**config.mk**
```make
export PLATFORM = sky130hd
export DESIGN_NAME = xmodem_receiver
export DESIGN_NICKNAME = d
export VERILOG_FILES = /design/src/hdl/xr_pkg.sv /design/src/hdl/xr_front.sv /design/src/hdl/xr_back.sv /design/src/hdl/xmodem_receiver.sv
export SDC_FILE = /design/constraint.sdc
export NUM_CORES = 1
export LEC_CHECK = 0
export ABC_AREA = 1
export BUFFER_PORTS_ARGS = -buffer_cell sky130_fd_sc_hd__buf_2
export CELL_PAD_IN_SITES_DETAIL_PLACEMENT = 0
export CELL_PAD_IN_SITES_GLOBAL_PLACEMENT = 1
export CORE_MARGIN = 5
export CORE_UTILIZATION = 47
export CTS_CLUSTER_DIAMETER = 120
export DETAILED_ROUTE_END_ITERATION = 6
export MAX_ROUTING_LAYER = met4
export PLACE_DENSITY_LB_ADDON = 0.1
export SYNTH_ARGS = -nofsm -noshare
export SYNTH_HDL_FRONTEND = slang
export SYNTH_SLANG_ARGS = --single-unit
```
**constraint.sdc**
```tcl
create_clock -name clk_i -period 2.8 [get_ports clk_i]
set_input_delay 0 -clock clk_i [delete_from_list [all_inputs] [get_ports clk_i]]
set_output_delay 0 -clock clk_i [all_outputs]
set_load 0.05 [all_outputs]
```
**src/hdl/xr_pkg.sv**
```systemverilog
// Shared types, link byte codes and the CRC-16 byte update for the XMODEM receiver.
package xr_pkg;

  localparam int unsigned BLOCK_BYTES = 128;
  localparam int unsigned POS_W       = $clog2(BLOCK_BYTES);

  localparam logic [7:0] BYTE_SOH  = 8'h01;
  localparam logic [7:0] BYTE_EOT  = 8'h04;
  localparam logic [7:0] BYTE_ACK  = 8'h06;
  localparam logic [7:0] BYTE_NAK  = 8'h15;
  localparam logic [7:0] BYTE_CAN  = 8'h18;
  localparam logic [7:0] BYTE_C    = 8'h43;
  localparam logic [7:0] BYTE_FILL = 8'h1A;

  localparam logic [15:0] CRC_POLY = 16'h1021;

  localparam int unsigned CFG_IDX_W  = 1;
  localparam int unsigned CFG_DATA_W = 4;
  localparam logic [CFG_IDX_W-1:0] CFG_CRC_MODE    = 1'd0;
  localparam logic [CFG_IDX_W-1:0] CFG_START_TRIES = 1'd1;

  localparam logic FUNC_START = 1'b0;
  localparam logic FUNC_BYTE  = 1'b1;

  localparam logic [1:0] STAT_RUNNING = 2'd0;
  localparam logic [1:0] STAT_EOT     = 2'd1;
  localparam logic [1:0] STAT_CAN     = 2'd2;
  localparam logic [1:0] STAT_NO_SOH  = 2'd3;

  typedef struct packed {
    logic       func;
    logic [7:0] rx_byte;
  } in_item_t;

  typedef struct packed {
    logic       tx_valid;
    logic [7:0] tx_byte;
    logic       data_valid;
    logic [7:0] data_byte;
    logic       block_end;
    logic       block_good;
    logic [1:0] session_status;
  } out_item_t;

  // Classified link item handed from the front to the back.
  typedef struct packed {
    logic       func;
    logic [7:0] rx_byte;
    logic       is_soh;
    logic       is_eot;
    logic       is_can;
    logic       is_fill;
  } cls_item_t;

  function automatic logic [15:0] crc16_byte(input logic [15:0] crc, input logic [7:0] b);
    logic [15:0] c;
    c = crc ^ {b, 8'h00};
    for (int i = 0; i < 8; i++) begin
      c = c[15] ? ({c[14:0], 1'b0} ^ CRC_POLY) : {c[14:0], 1'b0};
    end
    return c;
  endfunction

endpackage

```
**src/hdl/xr_front.sv**
```systemverilog
// Front end: accepts link items, classifies the byte and queues them for the back end.
module xr_front (
  input  logic                 clk_i,
  input  logic                 rst_ni,
  input  logic                 push,
  output logic                 full,
  input  xr_pkg::in_item_t     item_i,
  output logic                 cls_valid_o,
  output xr_pkg::cls_item_t    cls_o,
  input  logic                 cls_take_i
);

  xr_pkg::cls_item_t mem_q [2];
  logic       wr_ptr_q, wr_ptr_d;
  logic       rd_ptr_q, rd_ptr_d;
  logic [1:0] cnt_q, cnt_d;
  logic       do_push, do_pop;
  xr_pkg::cls_item_t cls_new;

  always_comb begin
    cls_new.func    = item_i.func;
    cls_new.rx_byte = item_i.rx_byte;
    cls_new.is_soh  = (item_i.rx_byte == xr_pkg::BYTE_SOH);
    cls_new.is_eot  = (item_i.rx_byte == xr_pkg::BYTE_EOT);
    cls_new.is_can  = (item_i.rx_byte == xr_pkg::BYTE_CAN);
    cls_new.is_fill = (item_i.rx_byte == xr_pkg::BYTE_FILL);
  end

  assign full        = (cnt_q == 2'd2);
  assign cls_valid_o = (cnt_q != 2'd0);
  assign cls_o       = mem_q[rd_ptr_q];
  assign do_push     = push && !full;
  assign do_pop      = cls_take_i && cls_valid_o;

  always_comb begin
    wr_ptr_d = do_push ? ~wr_ptr_q : wr_ptr_q;
    rd_ptr_d = do_pop ? ~rd_ptr_q : rd_ptr_q;
    cnt_d    = cnt_q + 2'(do_push) - 2'(do_pop);
  end

  always_ff @(posedge clk_i or negedge rst_ni) begin
    if (!rst_ni) begin
      wr_ptr_q <= 1'b0;
      rd_ptr_q <= 1'b0;
      cnt_q    <= 2'd0;
    end else begin
      wr_ptr_q <= wr_ptr_d;
      rd_ptr_q <= rd_ptr_d;
      cnt_q    <= cnt_d;
    end
  end

  always_ff @(posedge clk_i) begin
    if (do_push) begin
      mem_q[wr_ptr_q] <= cls_new;
    end
  end

endmodule

```
**src/hdl/xr_back.sv**
```systemverilog
// Back end: session state machine, block check and result queue.
module xr_back (
  input  logic                             clk_i,
  input  logic                             rst_ni,
  input  logic                             cfg_we_i,
  input  logic [xr_pkg::CFG_IDX_W-1:0]     cfg_idx_i,
  input  logic [xr_pkg::CFG_DATA_W-1:0]    cfg_data_i,
  input  logic                             cls_valid_i,
  input  xr_pkg::cls_item_t                cls_i,
  output logic                             cls_take_o,
  output logic                             empty,
  input  logic                             pop,
  output xr_pkg::out_item_t                out_item_o
);

  localparam logic [2:0] PH_IDLE  = 3'd0;
  localparam logic [2:0] PH_WAIT  = 3'd1;
  localparam logic [2:0] PH_NUM   = 3'd2;
  localparam logic [2:0] PH_COMP  = 3'd3;
  localparam logic [2:0] PH_DATA  = 3'd4;
  localparam logic [2:0] PH_CHK1  = 3'd5;
  localparam logic [2:0] PH_CHK2  = 3'd6;
  localparam logic [2:0] PH_AFTER = 3'd7;

  localparam logic [xr_pkg::POS_W-1:0] POS_LAST = xr_pkg::POS_W'(xr_pkg::BLOCK_BYTES - 1);

  logic                     crc_mode_q;
  logic [3:0]               tries_max_q;
  logic [2:0]               phase_q, phase_d;
  logic [3:0]               tries_q, tries_d;
  logic [7:0]               num_q, num_d;
  logic [7:0]               comp_q, comp_d;
  logic [xr_pkg::POS_W-1:0] pos_q, pos_d;
  logic [15:0]              crc_q, crc_d;
  logic [7:0]               sum_q, sum_d;
  logic [7:0]               crc_hi_q, crc_hi_d;
  logic [1:0]               status_q, status_d;

  xr_pkg::out_item_t res;
  logic       verdict, good, num_ok;
  logic [7:0] start_byte;
  logic [7:0] b;

  xr_pkg::out_item_t oq_q [2];
  logic       oq_wr_q, oq_rd_q;
  logic [1:0] oq_cnt_q;
  logic       take, oq_pop;

  // Configuration registers
  always_ff @(posedge clk_i or negedge rst_ni) begin
    if (!rst_ni) begin
      crc_mode_q  <= 1'b1;
      tries_max_q <= 4'd6;
    end else if (cfg_we_i) begin
      case (cfg_idx_i)
        xr_pkg::CFG_CRC_MODE:    crc_mode_q  <= cfg_data_i[0];
        xr_pkg::CFG_START_TRIES: tries_max_q <= cfg_data_i[3:0];
        default: ;
      endcase
    end
  end

  assign take   = cls_valid_i && (oq_cnt_q != 2'd2);
  assign oq_pop = pop && (oq_cnt_q != 2'd0);
  assign cls_take_o = take;

  assign b          = cls_i.rx_byte;
  assign num_ok     = ((num_q ^ comp_q) == 8'hFF);
  assign start_byte = crc_mode_q ? xr_pkg::BYTE_C : xr_pkg::BYTE_NAK;

  always_comb begin
    phase_d  = phase_q;
    tries_d  = tries_q;
    num_d    = num_q;
    comp_d   = comp_q;
    pos_d    = pos_q;
    crc_d    = crc_q;
    sum_d    = sum_q;
    crc_hi_d = crc_hi_q;
    status_d = status_q;
    verdict  = 1'b0;
    good     = 1'b0;
    res      = '0;

    if (cls_i.func == xr_pkg::FUNC_START) begin
      status_d     = xr_pkg::STAT_RUNNING;
      tries_d      = 4'd1;
      phase_d      = PH_WAIT;
      res.tx_valid = 1'b1;
      res.tx_byte  = start_byte;
    end else begin
      case (phase_q)
        PH_WAIT: begin
          if (cls_i.is_soh) begin
            phase_d = PH_NUM;
          end else if (tries_q >= tries_max_q) begin
            phase_d  = PH_IDLE;
            status_d = xr_pkg::STAT_NO_SOH;
          end else begin
            tries_d      = tries_q + 4'd1;
            res.tx_valid = 1'b1;
            res.tx_byte  = start_byte;
          end
        end
        PH_NUM: begin
          num_d   = b;
          phase_d = PH_COMP;
        end
        PH_COMP: begin
          comp_d  = b;
          pos_d   = '0;
          crc_d   = 16'h0000;
          sum_d   = 8'h00;
          phase_d = PH_DATA;
        end
        PH_DATA: begin
          crc_d = xr_pkg::crc16_byte(crc_q, b);
          sum_d = sum_q + b;
          if (!cls_i.is_fill) begin
            res.data_valid = 1'b1;
            res.data_byte  = b;
          end
          if (pos_q == POS_LAST) begin
            pos_d   = '0;
            phase_d = PH_CHK1;
          end else begin
            pos_d = pos_q + xr_pkg::POS_W'(1);
          end
        end
        PH_CHK1: begin
          if (crc_mode_q) begin
            crc_hi_d = b;
            phase_d  = PH_CHK2;
          end else begin
            verdict = 1'b1;
            good    = num_ok && (b == sum_q);
          end
        end
        PH_CHK2: begin
          verdict = 1'b1;
          good    = num_ok && ({crc_hi_q, b} == crc_q);
        end
        PH_AFTER: begin
          if (cls_i.is_eot || cls_i.is_can) begin
            status_d     = cls_i.is_eot ? xr_pkg::STAT_EOT : xr_pkg::STAT_CAN;
            phase_d      = PH_IDLE;
            res.tx_valid = 1'b1;
            res.tx_byte  = xr_pkg::BYTE_ACK;
          end else begin
            phase_d = PH_NUM;
          end
        end
        default: ;
      endcase
      if (verdict) begin
        res.block_end  = 1'b1;
        res.block_good = good;
        res.tx_valid   = 1'b1;
        res.tx_byte    = good ? xr_pkg::BYTE_ACK : xr_pkg::BYTE_NAK;
        phase_d        = PH_AFTER;
      end
    end
    res.session_status = status_d;
  end

  always_ff @(posedge clk_i or negedge rst_ni) begin
    if (!rst_ni) begin
      phase_q  <= PH_IDLE;
      tries_q  <= 4'd0;
      num_q    <= 8'h00;
      comp_q   <= 8'h00;
      pos_q    <= '0;
      crc_q    <= 16'h0000;
      sum_q    <= 8'h00;
      crc_hi_q <= 8'h00;
      status_q <= xr_pkg::STAT_RUNNING;
    end else if (take) begin
      phase_q  <= phase_d;
      tries_q  <= tries_d;
      num_q    <= num_d;
      comp_q   <= comp_d;
      pos_q    <= pos_d;
      crc_q    <= crc_d;
      sum_q    <= sum_d;
      crc_hi_q <= crc_hi_d;
      status_q <= status_d;
    end
  end

  // Result queue: two entries so a stalled result does not stop the next transfer
  assign empty      = (oq_cnt_q == 2'd0);
  assign out_item_o = oq_q[oq_rd_q];

  always_ff @(posedge clk_i or negedge rst_ni) begin
    if (!rst_ni) begin
      oq_wr_q  <= 1'b0;
      oq_rd_q  <= 1'b0;
      oq_cnt_q <= 2'd0;
    end else begin
      if (take) begin
        oq_wr_q <= ~oq_wr_q;
      end
      if (oq_pop) begin
        oq_rd_q <= ~oq_rd_q;
      end
      oq_cnt_q <= oq_cnt_q + 2'(take) - 2'(oq_pop);
    end
  end

  always_ff @(posedge clk_i) begin
    if (take) begin
      oq_q[oq_wr_q] <= res;
    end
  end

  a_oq_bound: assert property (@(posedge clk_i) disable iff (!rst_ni)
    oq_cnt_q != 2'd3)
    else $error("result queue count out of range");

  a_data_in_data_phase: assert property (@(posedge clk_i) disable iff (!rst_ni)
    (take && res.data_valid) |-> (phase_q == PH_DATA))
    else $error("payload byte emitted outside data phase");

  a_last_byte_to_check: assert property (@(posedge clk_i) disable iff (!rst_ni)
    (take && cls_i.func == xr_pkg::FUNC_BYTE && phase_q == PH_DATA && pos_q == POS_LAST)
    |=> (phase_q == PH_CHK1))
    else $error("last data byte did not advance to check phase");

  a_verdict_replies: assert property (@(posedge clk_i) disable iff (!rst_ni)
    (take && res.block_end) |=> (phase_q == PH_AFTER && oq_cnt_q != 2'd0))
    else $error("block verdict not followed by after-block phase");

endmodule

```
**src/hdl/xmodem_receiver.sv**
```systemverilog
// XMODEM receiver top level: front classifier queue feeding the session back end.
// Path: an item is registered in the front queue, then its result in the result queue, where it waits for pop.
// Throughput: one item per cycle while neither queue is full; the back end's byte-wide CRC update sets that rate.
// Each side holds a two-entry queue, so push and pop may stall independently.
// Reset (rst_ni low, asynchronous) empties both queues, puts the session idle with
// status running, and sets crc_mode to 1 and start_tries to 6.
module xmodem_receiver (
  input  logic                             clk_i,
  input  logic                             rst_ni,
  input  logic                             push,
  output logic                             full,
  input  xr_pkg::in_item_t                 in_item_i,
  output logic                             empty,
  input  logic                             pop,
  output xr_pkg::out_item_t                out_item_o,
  input  logic                             cfg_we_i,
  input  logic [xr_pkg::CFG_IDX_W-1:0]     cfg_idx_i,
  input  logic [xr_pkg::CFG_DATA_W-1:0]    cfg_data_i
);

  logic              cls_valid;
  logic              cls_take;
  xr_pkg::cls_item_t cls_item;

  xr_front u_front (
    .clk_i       (clk_i),
    .rst_ni      (rst_ni),
    .push        (push),
    .full        (full),
    .item_i      (in_item_i),
    .cls_valid_o (cls_valid),
    .cls_o       (cls_item),
    .cls_take_i  (cls_take)
  );

  xr_back u_back (
    .clk_i       (clk_i),
    .rst_ni      (rst_ni),
    .cfg_we_i    (cfg_we_i),
    .cfg_idx_i   (cfg_idx_i),
    .cfg_data_i  (cfg_data_i),
    .cls_valid_i (cls_valid),
    .cls_i       (cls_item),
    .cls_take_o  (cls_take),
    .empty       (empty),
    .pop         (pop),
    .out_item_o  (out_item_o)
  );

endmodule

```
==> reports/qor.yml, run 1 <==
global_route:
  grt_usage: 0.201
  grt_pass1_wl_um: 27200
  grt_max_degree: 78
  gr-total-overflow: 0
  antenna_found_initial: 0
  grt_pass1_vias: 5530
sta:
  slew_violations: 0
  finalSetupViolations: 0
  grt_setup_unrepaired: "false"
  period_needed_ns: 2.46
  slew_headroom: 0.292
  finalHoldViolCount: 0
  tns_ns: 0
  timing.fmax_mhz: 407
  worst_pin_slew_ns: 1.06
  fin_skew_ns: 0.00672
  finalCritPeriodShare: 0.877
  whs_ns: 0.0320
pwr:
  power_density_mw_per_mm2: 1190
  power_leakage_uw: 0.00388
  peakVddDrop_mv: 0.509
  p_total_uw: 9830
min_path:
  hold_path.class: "primary input to flip-flop"
  min_path_cells: 4
cts:
  hold_buffers: 23
  cts.clk_slew.worst_paths_ns: 0.06
  tritoncts: "yes"
  htree_levels: 4
  clockBufferDepth: 2
  cts_setup_buffers: 0
  clock_sinks: 141
  numCtsBuffers: 17
  cts_resized: 0
  root_buffer: "clkbuf_16"
  clk-insertion-delay-late_ns: 0.42
die:
  ios: 43
  row_count: 45
  die_y_um: 133
  die_w_um: 133
  core_area_mm2: 0.0150
  die_area_mm2: 0.0177
  start_util: 0.473
route:
  antenna_left: 0
  vias: 5401
  drc: 0
  drt-pass1-iter-count: 4
  drt_iter0_markers: 333
  viasPerCell: 5.08
  wirelength_um: 16200
  avgRoutedWirePerCell_um: 15.2
placed_design:
  dpl.hpwl_um: 11700
  post_dp_cell_area_mm2: 0.00749
  io_buffer_count: 39
  dp_cells: 1009
  globalplace.congestion: 0.898
setup_path:
  rr_worst_depth: 13
  cp_max_fo: 11
  worstPathRequired_ns: 3.10
  start_kind: "flip-flop"
  worst_setup_path_end_kind: "flip-flop"
  cp.arrival_ns: 2.76
  setup.worst_path.class: "flip-flop to flip-flop"
status:
  status: "completed"
cells_and_area:
  fillers: 1386
  area_growth_pct: 16.4
  num_antenna_cells: 0
  most-common-layout-cells: "245 x nand2_1, 80 x inv_1, 74 x dfrtp_1, 64 x edfxtp_1, 61 x nor2_1"
  final_design_area_no_fill_mm2: 0.00827
  stdcell_count: 1064
  final_common_cell: "nand2_1"
  drive_above_1_share: 0.137
  nets: 900
logic_synthesis:
  syn_area_mm2: 0.00711
  ys_types: 45
  synth-edff-count: 64
  syn_inst: 790
  yosysWarnings: 0
  synthFlopType: "dfrtp_1"
  avgSynthCellArea_um2: 9.00
  ys_seq_elements: 141
  yosysSeqAreaShare: 0.542
  ys_async_sr_fraction: 0.546
run:
  drv_cap: 0
## registers in the layout (all words and copies together) (netlist names), 2 cells and up
signal	cells
u_back.tries_max_q	4
u_back.num_q	8
u_back.phase_q	3
u_back.oq_cnt_q	2
u_back.comp_q	8
u_back.pos_q	7
u_back.sum_q	8
u_back.oq_q	38
u_back.status_q	2
u_back.crc_hi_q	8
u_back.tries_q	4
u_back.crc_q	16
u_front.cnt_q	2
u_front.mem_q	26
## final cells by class
type | instances | area [um2] | share of cell area
timing repair buffer | 71 | 495 | 0.0599
inverter | 87 | 342 | 0.0413
multi-input combinational | 545 | 2800 | 0.338
clock buffer | 19 | 433 | 0.0523
tap | 188 | 235 | 0.0284
clock inverter | 13 | 119 | 0.0144
sequential | 141 | 3850 | 0.466
## per-layer routing
metal  share of wire  wire, um  vias up  global-route usage
met2            0.49      7970       92               0.328
met5               0         0        -                   -
met4           0.020       320        0              0.0814
li1                -         -     2720                   -
met3           0.038       611       27              0.0392
met1            0.45      7260     2562               0.246
## where the power goes
part | total, uW | internal (uW) | switching [uW]
Sequential | 3440 | 2990 | 451
Combinational | 4280 | 1250 | 3030
Clock | 2110 | 1220 | 887
## worst paths after layout
kind                                   from                     to  slack, ns
setup / recovery           u_front.rd_ptr_q        u_back.sum_q[6]       0.34
hold / removal                    cfg_idx_i  u_back.tries_max_q[0]       0.03
setup reg to reg           u_front.rd_ptr_q        u_back.sum_q[6]       0.34
hold reg to reg             u_back.sum_q[0]        u_back.sum_q[0]       0.50
max in group asynchronous            rst_ni     u_back.oq_cnt_q[1]       1.79
min in group asynchronous            rst_ni       u_back.crc_q[15]       0.25
## metrics by stage
stage	util	setup slack, ns
after floorplan	-	0.662
after global placement	0.498	0.474
after detailed placement	0.498	0.391
after CTS	0.550	0.363
after global routing	0.550	0.161
final	0.550	0.344
## critical path, stage by stage, from the launching register on
cell     delay (ns)
dfrtp_1        0.48
buf_4          0.23
nand2_1        0.11
nand2_2        0.14
ha_1           0.27
fa_1           0.41
nand3_1        0.09
nand3_1        0.09
nand2_1        0.10
nand2_1        0.05
a21oi_1        0.17
nand2_1        0.07
nand2_1        0.06
o21ai_0        0.07
## synthesized netlist by cell type, drive strengths merged, types with 4 or more instances
master / count / share of area
o21ai: 58 / 0.042
buf: 14 / 0.015
nand2: 257 / 0.14
a21oi: 19 / 0.013
dfrtp: 74 / 0.26
ha: 17 / 0.030
nor2: 67 / 0.040
or2: 6 / 0.0053
xnor2: 10 / 0.012
inv: 87 / 0.048
nor4: 4 / 0.0035
nand4: 10 / 0.011
nor3: 7 / 0.0056
edfxtp: 64 / 0.27
clkbuf: 5 / 0.0026
xor2: 20 / 0.029
nand3: 46 / 0.034
o22ai: 9 / 0.0079
## cells by family after synthesis
logic type | count (synthesis) | synth area share
AND/OR/NAND/NOR | 400 | 0.246
flip-flops | 141 | 0.542
buffers and inverters | 106 | 0.0653
AO/OA/AOI/OAI | 94 | 0.0717
XOR/XNOR | 30 | 0.0412
adder cells (fa/ha/maj) | 18 | 0.0327
other | 1 | 0.000528
Note: power is estimated with default switching activity, not from simulation.
==> run 2, diff against run 1 <==
- PLACE_DENSITY_LB_ADDON: 0.1 -> 0.08
==> reports/qor.yml, run 2 (synthesis results as in run 1) <==
setup_path:
  cpMostUsedCell: "nand2_1"  # unchanged
  setup.worst_path.class: "flip-flop to flip-flop"  # unchanged
  worstPathRequired_ns: 3.10  # about the same
  start_kind: "flip-flop"  # unchanged
  cp.arrival_ns: 2.68  # was 2.76 ns
  rr_worst_depth: 13  # unchanged
  cp_max_fo: 10  # was 11
  rrSetupSlack_ns: 0.42  # was 0.34 ns
  critPathBufInv: 1  # unchanged
  worstSetupStartpoint: "u_front.rd_ptr_q"  # unchanged
  setup.worst_path.end: "u_back.sum_q[6]"  # unchanged
  r2r_end: "u_back.sum_q[6]"  # unchanged
  cp.depth: 13  # unchanged
  critPathMaxStageDelay_ns: 0.48  # about the same
  reg2reg_from: "u_front.rd_ptr_q"  # unchanged
  worst_setup_path_end_kind: "flip-flop"  # unchanged
  critPathSlowestCell: "dfrtp_1"  # unchanged
  worstPathCellList: "buf_4 > nand2_1 > nand2_2 > ha_1 > fa_1 > nand3_1 > nand3_1 > nand2_1 > nand2_1 > a21oi_1 > nand2_1 > nand2_1 > o21ai_0"  # unchanged
  cp_top_family: "simple AND/OR/NAND/NOR gates"  # unchanged
route:
  drc: 0  # unchanged
  wirelength_um: 16000  # was 16,200 um
  drt_iter0_markers: 301  # was 333
  viasPerCell: 5.02  # was 5.08
  antenna_left: 0  # unchanged
  drt-pass1-iter-count: 5  # was 4
  avgRoutedWirePerCell_um: 15.1  # was 15.2 um
  vias: 5338  # was 5,401
sta:
  finalSetupViolations: 0  # unchanged
  fin_skew_ns: 0.00755  # was 0.00672 ns
  finalCritPeriodShare: 0.850  # was 0.877
  slew_headroom: 0.295  # was 0.292
  period_needed_ns: 2.38  # was 2.46 ns
  grt_setup_unrepaired: "false"  # unchanged
  tns_ns: 0  # unchanged
  worst_pin_slew_ns: 1.06  # about the same
  timing.fmax_mhz: 420  # was 407 MHz
  finalHoldViolCount: 0  # unchanged
  slew_violations: 0  # unchanged
cells_and_area:
  drive_above_1_share: 0.141  # was 0.137
  post-route-util: 0.553  # was 0.550
  regMostFlops: "u_back.oq_q"  # unchanged
  fillers: 1342  # was 1,386
  area_growth_pct: 16.9  # was 16.4%
  nets: 899  # was 900
  stdcell_count: 1063  # was 1,064
  largest_reg_flops: 38  # unchanged
  largest_registers: "u_back.oq_q x38, u_front.mem_q x26, u_back.crc_q x16"  # unchanged
  most-common-layout-cells: "245 x nand2_1, 80 x inv_1, 74 x dfrtp_1, 64 x edfxtp_1, 61 x nor2_1"  # unchanged
  num_antenna_cells: 0  # unchanged
  final_common_cell: "nand2_1"  # unchanged
global_route:
  grt_pass1_vias: 5320  # was 5,530
  grt_max_degree: 78  # unchanged
  grt_pass1_wl_um: 26900  # was 27,200 um
  grt_usage: 0.198  # was 0.201
  gr-total-overflow: 0  # unchanged
  antenna_found_initial: 0  # unchanged
pwr:
  combPwrFrac: 0.430  # was 0.436
  switchingPower_uw: 4400  # was 4360 uW
  switching_share: 0.440  # was 0.444
  p_clk_frac: 0.227  # was 0.215
  pwr-share-seq: 0.343  # was 0.350
  power_leakage_uw: 0.00390  # was 0.00388 uW
  power_density_mw_per_mm2: 1200  # was 1190 mW/mm2
  peakVddDrop_mv: 0.486  # was 0.509 mV
  internal_power_uw: 5600  # was 5460 uW
die:
  start_util: 0.473  # unchanged
  die_area_mm2: 0.0177  # unchanged
  row_count: 45  # unchanged
  core_area_mm2: 0.0150  # unchanged
  die_w_um: 133  # unchanged
  ios: 43  # unchanged
  die_y_um: 133  # unchanged
run:
  drv_cap: 0  # unchanged
placed_design:
  dp_cells: 1010  # was 1,009
  globalplace.congestion: 0.885  # was 0.898
  dpl.hpwl_um: 11600  # was 11,700 um
  io_buffer_count: 39  # unchanged
cts:
  cts_resized: 0  # unchanged
  root_buffer: "clkbuf_16"  # unchanged
  cts.clk_slew.worst_paths_ns: 0.06  # about the same
  clock_sinks: 141  # unchanged
  clk-insertion-delay-late_ns: 0.42  # about the same
  htree_levels: 4  # unchanged
  clockBufferDepth: 2  # unchanged
  numCtsBuffers: 17  # unchanged
  tritoncts: "yes"  # unchanged
min_path:
  hold_path.class: "primary input to flip-flop"  # unchanged
status:
  status: "completed"  # unchanged
run 2: cell types whose count changed in the layout (fill, tap and decap cells not counted), sizes merged:
| cell | delta |
|---|---|
| buf | +1 |
| bufinv | +1 |
| clkbuf | -1 |
| clkinv | -4 |
| dlygate4sd3 | -2 |
| inv | +4 |
run 2: power groups by stage:
| stage | Sequential, uW | Clock (uW) | Combinational [uW] |
|---|---|---|---|
| 6_report | 3430 | 2270 | 4300 |
| 3_3_place_gp | 3460 | 0 | 4250 |
| 4_1_cts | 3440 | 2320 | 4360 |
| 5_1_grt | 3520 | 2410 | 4830 |
| 3_5_place_dp | 3470 | 0 | 4320 |
| 2_1_floorplan | 3290 | 0 | 3390 |
run 2: timing repair:
| item | CTS | global route |
|---|---|---|
| buffers inserted | 0 | 0 |
| hold endpoints to repair | 104 | 0 |
| hold buffers | 21 | 0 |
run 2: metrics by stage:
step	setup WS, ns	power, uW	hold slack (ns)	cell area (um2)
floorplan	0.662	6690	-0.296	7110
global placement	0.474	7710	0.182	7500
detailed placement	0.434	7790	0.187	7500
CTS	0.428	10100	0.00473	8310
global route	0.230	10800	0.0301	8310
finish	0.421	10000	0.0151	8310
run 2: worst min path at each step:
stage               startpoint                     to  slack, ns  cells after the start
floorplan               rst_ni       u_back.comp_q[0]      -0.30                      0
global placement      cfg_we_i      u_back.crc_mode_q       0.18                      2
detailed placement    cfg_we_i      u_back.crc_mode_q       0.19                      2
CTS                  cfg_idx_i  u_back.tries_max_q[3]      0.005                      3
global route         cfg_idx_i  u_back.tries_max_q[3]       0.03                      3
finish               cfg_idx_i  u_back.tries_max_q[3]       0.02                      3
run 2: final cells by class:
cell class                      instances  area (um2)  share of cell area
Multi-Input combinational cell        545        2800               0.337
Tap cell                              188         235              0.0283
Clock inverter                         14         159              0.0191
Sequential cell                       141        3850               0.464
Clock buffer                           18         439              0.0529
Inverter                               87         342              0.0411
Timing Repair Buffer                   70         483              0.0581
run 2: tightest hold or removal path, stage by stage:
cell	delay, ns
buf_2	0.10
nand2_1	0.19
a21oi_1	0.10
run 2: per-layer routing:
metal | track usage | share of wire | up-vias
li1 | - | - | 2708
met1 | 0.249 | 0.46 | 2531
met2 | 0.327 | 0.50 | 84
met3 | 0.0338 | 0.034 | 15
met4 | 0.0606 | 0.013 | 0
met5 | - | 0 | -
